**config.mk**
```make
export PLATFORM = sky130hd
export DESIGN_NAME = length_prefix_deframer_flat
export DESIGN_NICKNAME = d
export VERILOG_FILES = /design/src/rtl/lpd_pkg.sv /design/src/rtl/lpd_in_if.sv /design/src/rtl/lpd_out_if.sv /design/src/rtl/lpd_front.sv /design/src/rtl/lpd_queue.sv /design/src/rtl/length_prefix_deframer.sv /design/src/flat_wrapper.sv
export SDC_FILE = /design/constraint.sdc
export NUM_CORES = 1
export LEC_CHECK = 0
export ABC_CLOCK_PERIOD_IN_PS = 4400
export BUFFER_PORTS_ARGS = -buffer_cell sky130_fd_sc_hd__buf_2
export CORE_MARGIN = 1.5
export CORE_UTILIZATION = 55
export CTS_BUF_LIST = sky130_fd_sc_hd__clkbuf_4 sky130_fd_sc_hd__clkbuf_8 sky130_fd_sc_hd__clkbuf_16
export CTS_CLUSTER_DIAMETER = 30
export CTS_CLUSTER_SIZE = 30
export DETAILED_ROUTE_END_ITERATION = 10
export PLACE_DENSITY = 0.73
export SYNTH_ARGS = -nofsm -noshare
export SYNTH_HDL_FRONTEND = slang
export SYNTH_SLANG_ARGS = --single-unit
```
**constraint.sdc**
```tcl
create_clock -name clk -period 4.4 [get_ports clk]
set_input_delay 0 -clock clk [delete_from_list [all_inputs] [get_ports clk]]
set_output_delay 0 -clock clk [all_outputs]
set_load 0.02 [all_outputs]
```
**src/rtl/lpd_pkg.sv**
```systemverilog
// Package for the length-prefix deframer: the queued result type and fixed constants.
// Depends on nothing; every other file of the block imports it.
package lpd_pkg;

    localparam int unsigned BYTE_W          = 8;
    localparam int unsigned HDR_CFG_W       = 3;
    localparam logic [2:0]  HDR_BYTES_RESET = 3'd2;
    localparam logic [2:0]  HDR_BYTES_FALLBACK = 3'd2;
    localparam int unsigned QUEUE_DEPTH     = 4;
    localparam int unsigned QUEUE_PTR_W     = $clog2(QUEUE_DEPTH);
    localparam int unsigned QUEUE_CNT_W     = $clog2(QUEUE_DEPTH + 1);

    typedef struct packed {
        logic [BYTE_W-1:0] payload_byte;
        logic              frame_end;
    } lpd_item_t;

endpackage

```
**src/rtl/lpd_in_if.sv**
```systemverilog
// Byte stream channel into the deframer: valid/ready handshake with one raw byte.
// Depends on lpd_pkg.
interface lpd_in_if
    import lpd_pkg::*;
();
    logic              valid;
    logic              ready;
    logic [BYTE_W-1:0] in_byte;

    modport source (output valid, output in_byte, input ready);
    modport sink   (input valid, input in_byte, output ready);
endinterface

```
**src/rtl/lpd_out_if.sv**
```systemverilog
// Payload channel out of the deframer: valid/ready handshake with a byte and a frame end flag.
// Depends on lpd_pkg.
interface lpd_out_if
    import lpd_pkg::*;
();
    logic              valid;
    logic              ready;
    logic [BYTE_W-1:0] payload_byte;
    logic              frame_end;

    modport source (output valid, output payload_byte, output frame_end, input ready);
    modport sink   (input valid, input payload_byte, input frame_end, output ready);
endinterface

```
**src/rtl/lpd_front.sv**
```systemverilog
// Front end of the deframer: header gathering, payload counting and classification of bytes.
// Depends on lpd_pkg and lpd_in_if; pushes payload bytes into the result queue.
module lpd_front
    import lpd_pkg::*;
#(
    parameter int unsigned MAX_HEADER_BYTES = 4
) (
    input  logic                 clk,
    input  logic                 rst_n,
    input  logic                 cfg_we,
    input  logic [HDR_CFG_W-1:0] cfg_data,
    lpd_in_if.sink               in_ch,
    input  logic                 queue_full,
    output logic                 push,
    output lpd_item_t            push_item
);

    localparam int unsigned GATHER_W = 8 * MAX_HEADER_BYTES;
    localparam int unsigned LEFT_W   = (GATHER_W > 31) ? 31 : GATHER_W;
    localparam int unsigned CNT_W    = $clog2(MAX_HEADER_BYTES + 1);
    localparam logic [HDR_CFG_W-1:0] MAX_HDR = HDR_CFG_W'(MAX_HEADER_BYTES);

    logic [HDR_CFG_W-1:0] header_bytes_reg;
    logic                 in_payload_reg, in_payload_next;
    logic [CNT_W-1:0]     header_count_reg, header_count_next;
    logic [GATHER_W-1:0]  length_gather_reg, length_gather_next;
    logic [LEFT_W-1:0]    bytes_left_reg, bytes_left_next;

    logic                 accept;
    logic [HDR_CFG_W-1:0] eff_len;
    logic [CNT_W-1:0]     count_inc;
    logic [GATHER_W-1:0]  gather_inc;
    logic                 header_done;
    logic                 len_negative;
    logic                 len_valid;

    assign in_ch.ready = !queue_full;
    assign accept      = in_ch.valid && in_ch.ready;

    // A zero setting falls back to two bytes (or the maximum if that is smaller), and nothing exceeds the maximum.
    always_comb
    begin
        priority if (header_bytes_reg == '0)
        begin
            eff_len = (HDR_BYTES_FALLBACK < MAX_HDR) ? HDR_BYTES_FALLBACK : MAX_HDR;
        end
        else if (header_bytes_reg > MAX_HDR)
        begin
            eff_len = MAX_HDR;
        end
        else
        begin
            eff_len = header_bytes_reg;
        end
    end

    assign count_inc   = header_count_reg + CNT_W'(1);
    assign gather_inc  = GATHER_W'({length_gather_reg, in_ch.in_byte});
    assign header_done = HDR_CFG_W'(count_inc) >= eff_len;
    // Only a full four-byte header can carry a set sign bit.
    assign len_negative = (GATHER_W == 32) ? gather_inc[GATHER_W-1] : 1'b0;
    assign len_valid    = (gather_inc != '0) && !len_negative;

    always_comb
    begin
        in_payload_next    = in_payload_reg;
        header_count_next  = header_count_reg;
        length_gather_next = length_gather_reg;
        bytes_left_next    = bytes_left_reg;
        push               = 1'b0;
        push_item.payload_byte = in_ch.in_byte;
        push_item.frame_end    = (bytes_left_reg == LEFT_W'(1));
        if (accept)
        begin
            if (in_payload_reg)
            begin
                push            = 1'b1;
                bytes_left_next = bytes_left_reg - LEFT_W'(1);
                if (bytes_left_reg == LEFT_W'(1))
                begin
                    in_payload_next = 1'b0;
                end
            end
            else if (header_done)
            begin
                header_count_next  = '0;
                length_gather_next = '0;
                if (len_valid)
                begin
                    bytes_left_next = gather_inc[LEFT_W-1:0];
                    in_payload_next = 1'b1;
                end
            end
            else
            begin
                header_count_next  = count_inc;
                length_gather_next = gather_inc;
            end
        end
    end

    always_ff @(posedge clk or negedge rst_n)
    begin
        if (!rst_n)
        begin
            header_bytes_reg  <= HDR_BYTES_RESET;
            in_payload_reg    <= 1'b0;
            header_count_reg  <= '0;
            length_gather_reg <= '0;
            bytes_left_reg    <= '0;
        end
        else
        begin
            if (cfg_we)
            begin
                header_bytes_reg <= cfg_data;
            end
            in_payload_reg    <= in_payload_next;
            header_count_reg  <= header_count_next;
            length_gather_reg <= length_gather_next;
            bytes_left_reg    <= bytes_left_next;
        end
    end

    // A frame in progress always has at least one byte still to come.
    a_left_nonzero: assert property (@(posedge clk) disable iff (!rst_n)
        in_payload_reg |-> (bytes_left_reg != '0))
        else $error("payload state with no bytes left");

    // Header bytes never reach the queue.
    a_header_silent: assert property (@(posedge clk) disable iff (!rst_n)
        (accept && !in_payload_reg) |-> !push)
        else $error("header byte pushed as payload");

    // A frame end leaves payload state on the next cycle.
    a_end_closes: assert property (@(posedge clk) disable iff (!rst_n)
        (push && push_item.frame_end) |=> !in_payload_reg)
        else $error("frame end did not close the frame");

    // The header counter never runs past the longest header.
    a_count_bound: assert property (@(posedge clk) disable iff (!rst_n)
        HDR_CFG_W'(header_count_reg) < MAX_HDR)
        else $error("header count out of range");

endmodule

```
**src/rtl/lpd_queue.sv**
```systemverilog
// Back end of the deframer: a small result queue that drives the payload channel.
// Depends on lpd_pkg and lpd_out_if.
module lpd_queue
    import lpd_pkg::*;
(
    input  logic      clk,
    input  logic      rst_n,
    input  logic      push,
    input  lpd_item_t push_item,
    output logic      full,
    lpd_out_if.source out_ch
);

    lpd_item_t              entry_reg [QUEUE_DEPTH];
    logic [QUEUE_PTR_W-1:0] wr_ptr_reg, wr_ptr_next;
    logic [QUEUE_PTR_W-1:0] rd_ptr_reg, rd_ptr_next;
    logic [QUEUE_CNT_W-1:0] count_reg, count_next;
    logic                   pop;

    assign full   = (count_reg == QUEUE_CNT_W'(QUEUE_DEPTH));
    assign pop    = out_ch.valid && out_ch.ready;

    assign out_ch.valid        = (count_reg != '0);
    assign out_ch.payload_byte = entry_reg[rd_ptr_reg].payload_byte;
    assign out_ch.frame_end    = entry_reg[rd_ptr_reg].frame_end;

    always_comb
    begin
        wr_ptr_next = push ? wr_ptr_reg + QUEUE_PTR_W'(1) : wr_ptr_reg;
        rd_ptr_next = pop  ? rd_ptr_reg + QUEUE_PTR_W'(1) : rd_ptr_reg;
        unique case ({push, pop})
            2'b10:   count_next = count_reg + QUEUE_CNT_W'(1);
            2'b01:   count_next = count_reg - QUEUE_CNT_W'(1);
            default: count_next = count_reg;
        endcase
    end

    always_ff @(posedge clk)
    begin
        if (push)
        begin
            entry_reg[wr_ptr_reg] <= push_item;
        end
    end

    always_ff @(posedge clk or negedge rst_n)
    begin
        if (!rst_n)
        begin
            wr_ptr_reg <= '0;
            rd_ptr_reg <= '0;
            count_reg  <= '0;
        end
        else
        begin
            wr_ptr_reg <= wr_ptr_next;
            rd_ptr_reg <= rd_ptr_next;
            count_reg  <= count_next;
        end
    end

    a_no_overflow: assert property (@(posedge clk) disable iff (!rst_n)
        full |-> !push)
        else $error("push into a full queue");

    a_ptr_gap: assert property (@(posedge clk) disable iff (!rst_n)
        (QUEUE_PTR_W'(count_reg) == QUEUE_PTR_W'(wr_ptr_reg - rd_ptr_reg)))
        else $error("queue pointers disagree with the fill count");

    a_count_step: assert property (@(posedge clk) disable iff (!rst_n)
        (push && !pop) |=> (count_reg == $past(count_reg) + QUEUE_CNT_W'(1)))
        else $error("fill count did not rise on a lone push");

endmodule

```
**src/rtl/length_prefix_deframer.sv**
```systemverilog
// Top level of the length-prefix deframer: splits a byte stream into length-prefixed frames.
// Depends on lpd_pkg, lpd_in_if, lpd_out_if, lpd_front and lpd_queue.
//
// Usage
//   in_ch carries one raw byte per transfer. Each frame starts with a big-endian length
//   header of header_bytes bytes (written through cfg_we/cfg_data while the block is idle;
//   zero acts as two, values above MAX_HEADER_BYTES act as the maximum). The header is
//   followed by that many payload bytes, which leave on out_ch one per transfer, with
//   frame_end set on the last. A header of zero, or negative as a signed 32-bit value,
//   is swallowed and no frame results.
//   Throughput is one byte per cycle on both channels while the queue has room: the header
//   and byte-count update is a single small step in the front end. A payload byte is
//   queued on its input transfer and then leaves on out_ch; header bytes produce nothing.
//   A four-entry queue sits between the front end and out_ch. When the receiver stalls
//   the queue fills and in_ch.ready falls only once all four entries are occupied.
//   Reset sets header_bytes to two, empties the queue and awaits a header.
module length_prefix_deframer
    import lpd_pkg::*;
#(
    parameter int unsigned MAX_HEADER_BYTES = 4
) (
    input  logic                 clk,
    input  logic                 rst_n,
    input  logic                 cfg_we,
    input  logic [HDR_CFG_W-1:0] cfg_data,
    lpd_in_if.sink               in_ch,
    lpd_out_if.source            out_ch
);

    logic      queue_full;
    logic      push;
    lpd_item_t push_item;

    lpd_front #(
        .MAX_HEADER_BYTES(MAX_HEADER_BYTES)
    ) u_front (
        .clk        (clk),
        .rst_n      (rst_n),
        .cfg_we     (cfg_we),
        .cfg_data   (cfg_data),
        .in_ch      (in_ch),
        .queue_full (queue_full),
        .push       (push),
        .push_item  (push_item)
    );

    lpd_queue u_queue (
        .clk       (clk),
        .rst_n     (rst_n),
        .push      (push),
        .push_item (push_item),
        .full      (queue_full),
        .out_ch    (out_ch)
    );

endmodule
```
**src/flat_wrapper.sv**
```systemverilog
// flat-port wrapper written by rule: the top's interface ports become plain ports
module length_prefix_deframer_flat import lpd_pkg::*;
#(
    parameter int unsigned MAX_HEADER_BYTES = 4
)
  (clk, rst_n, cfg_we, cfg_data, in_ch_valid, in_ch_in_byte, in_ch_ready, out_ch_valid, out_ch_payload_byte, out_ch_frame_end, out_ch_ready);
  lpd_in_if in_ch_i ();
  lpd_out_if out_ch_i ();
  input  logic clk;
  input  logic rst_n;
  input  logic cfg_we;
  input  logic [HDR_CFG_W-1:0] cfg_data;
  input wire logic [$bits(in_ch_i.valid)-1:0] in_ch_valid;
  input wire logic [$bits(in_ch_i.in_byte)-1:0] in_ch_in_byte;
  output wire logic [$bits(in_ch_i.ready)-1:0] in_ch_ready;
  output wire logic [$bits(out_ch_i.valid)-1:0] out_ch_valid;
  output wire logic [$bits(out_ch_i.payload_byte)-1:0] out_ch_payload_byte;
  output wire logic [$bits(out_ch_i.frame_end)-1:0] out_ch_frame_end;
  input wire logic [$bits(out_ch_i.ready)-1:0] out_ch_ready;
  assign in_ch_i.valid = in_ch_valid;
  assign in_ch_i.in_byte = in_ch_in_byte;
  assign in_ch_ready = in_ch_i.ready;
  assign out_ch_valid = out_ch_i.valid;
  assign out_ch_payload_byte = out_ch_i.payload_byte;
  assign out_ch_frame_end = out_ch_i.frame_end;
  assign out_ch_i.ready = out_ch_ready;
  length_prefix_deframer #(.MAX_HEADER_BYTES(MAX_HEADER_BYTES)) u_core (.clk(clk), .rst_n(rst_n), .cfg_we(cfg_we), .cfg_data(cfg_data), .in_ch(in_ch_i), .out_ch(out_ch_i));
endmodule
```
==> impl_results.md <==
- Worst hold path endpoint: u_core.u_front.bytes_left_reg[10]
- Crit path max fanout: 20
- Synth Area per Inst: 11.5 um^2
- Peak Freq: 334 MHz
- Asr flop ratio synth: 0.657
- Max_cap viols: 0
- First-pass GRT wire length: 20,500 um
- Final Cycle Share: 0.680
- Syn nets: 494
- Worst setup SP type: flop
- Leak: 2.42 nW
- CTS tree: built
- EDFF count, synth: 36
- Final setup TNS: 0 ns
- Antenna-violating nets left: 0
- H-tree depth: 3
- CTS root buffer: clkbuf_8
- Slew margin rel.: 0.303
- Mapped Area: 5350 um^2
- Core box area: 9330 um^2
- Final Max Slew Viols: 0
- Worst R2R Path Depth: 8
- Die height: 102 um
- Seq/Total Area, Yosys: 0.525
- Clock Latency Late Sink: 0.39 ns
- Top FF cell, synth: dfrtp_1
- Initial Utilization: 0.574
- Vias in the first global route: 3,890
- FILL cells: 749
- Initial antenna violation count: 0
- Reg2reg setup slack: 1.41 ns
- Kind of critical path: reg -> reg
- Initial DRT Pass Iterations: 6
- RR Startpoint: u_core.u_front.header_count_reg[0]
- Finish-stage setup viols: 0
- Power per standard cell area: 679 nW/um^2
- Critical Path RT: 4.66 ns
- Hold_ws: 0.267 ns
- Die area: 10,300 um^2
- Gr usage total: 0.262
- Worst Min Path Start: in_ch_valid
- Vias per Instance: 6.47
- Worst-Margin Slew: 1.05 ns
- Die width: 102 um
- Final Skew: 0.0207 ns
- Global route overflow: 0
- Dpl hpwl: 8600 um
- Final wirelength: 12,600 um
- Hold Path Stages: 5
- R2R Path End: u_core.u_front.bytes_left_reg[6]
- Drt initial violations: 303
- Inserted Diodes: 0
- Maximum vdd ir drop: 0.000358 V
- Final nets: 517
- RSZ-0062 raised after global routing: no
- Longest Clk Path Bufs: 2
- Largest net degree at the start of global routing: 46
- # IOs: 27
- Commonest non-fill, non-tap cell in the layout: dfrtp_1
- DRC: 0
- #FFs+latches synth: 105
- Routed via count: 4,028
- Max FFs per register: 36
- Yosys warning count: 0
- Outcome: complete, no violations
- Tmin final: 2.99 ns
- Syn Inst Count: 466
- Hold WC Path Type: in -> reg
- Clk sinks: 105
- Final Wtd Congestion: 0.879
- Post-CTS sizing: 0
- Placement row count: 35
- Routed length per placed instance: 20.2 um
- Layout cells sized above 1: 0.178
- Number of CTS-inserted buffers: 9
- Commonest cells after routing, fill and taps aside: 68 x dfrtp_1, 36 x edfxtp_1, 32 x nor2_1
- CP Capture Type: flop
- Arr. time, crit path: 3.25 ns
- Layout area overhead: 10.0%
- Port bufs: 26
- Netlist cell types: 58
- Clk slew on worst S/H paths: 0.10 ns
- Hold Fails Final Rpt: 0
routing by layer:
layer	part of all wire	up-vias	global-route usage	wire length, um
li1	-	1856	-	-
met1	0.44	1987	0.369	5510
met2	0.47	166	0.408	5900
met3	0.077	19	0.0566	964
met4	0.015	0	0.0801	192
met5	0	-	0	0
critical path, stage by stage, from the launching register on:
cell and delay (ns):
dfrtp_1 0.42, ha_1 0.24, xor2_1 0.17, ha_1 0.29, nand2_1 0.05, o21ai_1 0.30
o211a_1 0.42, nand2_1 0.53, o221a_2 0.44
power by group:
part / switching, W / total [W] / internal (W)
Combinational: 0.000968 / 0.00170 / 0.000731
Clock: 0.000375 / 0.000609 / 0.000234
Sequential: 0.000383 / 0.00169 / 0.00130
timing repair:
action                    CTS  global route
hold buffers               14             0
setup buffers               0             0
hold endpoints to repair   91             0
per-stage QoR:
stage                      util  power (W)  std cells  setup slack (ns)  cell area (um^2)
after floorplan               -    0.00292        466              1.94              5350
after global placement    0.593    0.00330        593              1.55              5530
after detailed placement  0.593    0.00336        593              1.48              5530
after CTS                 0.631    0.00399        623              1.46              5890
after global routing      0.631    0.00425        623              1.22              5890
final                     0.631    0.00399        623              1.41              5890
worst max-delay path by stage:
| stage | startpoint | end | slack, ns | cells past startpoint |
|---|---|---|---|---|
| finish | u_core.u_front.header_count_reg[0] | u_core.u_front.bytes_left_reg[6] | 1.41 | 8 |
| global route | u_core.u_front.header_count_reg[0] | u_core.u_front.bytes_left_reg[7] | 1.22 | 8 |
| CTS | u_core.u_front.header_count_reg[0] | u_core.u_front.bytes_left_reg[6] | 1.46 | 8 |
| detailed placement | u_core.u_front.header_count_reg[0] | u_core.u_front.bytes_left_reg[6] | 1.48 | 8 |
| global placement | u_core.u_front.header_count_reg[0] | u_core.u_front.bytes_left_reg[21] | 1.55 | 8 |
| floorplan | u_core.u_front.header_count_reg[0] | u_core.u_front.bytes_left_reg[7] | 1.94 | 10 |
kinds of logic (layout without fill, tap and decap cells):
kind of cell / Yosys count / in the layout / synth area share
AND/OR/NAND/NOR: 159 / 159 / 0.170
AO/OA/AOI/OAI: 108 / 108 / 0.157
flip-flops: 105 / 105 / 0.525
buffers and inverters: 50 / 78 / 0.0393
multiplexers: 25 / 25 / 0.0683
adder cells (fa/ha/maj): 12 / 12 / 0.0295
XOR/XNOR: 7 / 7 / 0.0115
cell type report:
type | instances | area (um^2) | area share
Sequential cell | 105 | 2810 | 0.477
Multi-Input combinational cell | 311 | 2330 | 0.396
Timing Repair Buffer | 45 | 308 | 0.0523
Tap cell | 129 | 161 | 0.0274
Clock buffer | 9 | 124 | 0.0210
Clock inverter | 7 | 88.8 | 0.0151
Inverter | 17 | 63.8 | 0.0108
synthesized netlist by cell type (all sizes together), types with 10 or more instances:
| library cell | n | area (um^2) |
|---|---|---|
| edfxtp | 36 | 1080 |
| clkbuf | 27 | 101 |
| nand2 | 24 | 90.1 |
| nand3 | 11 | 55.1 |
| o21ai | 26 | 130 |
| nor4 | 23 | 171 |
| o221a | 16 | 180 |
| mux2i | 14 | 140 |
| nor3 | 10 | 50.1 |
| dfrtp | 68 | 1700 |
| ha | 11 | 138 |
| inv | 17 | 63.8 |
| nor2 | 32 | 120 |
| a22o | 24 | 210 |
(Power assumes the default switching activity.)
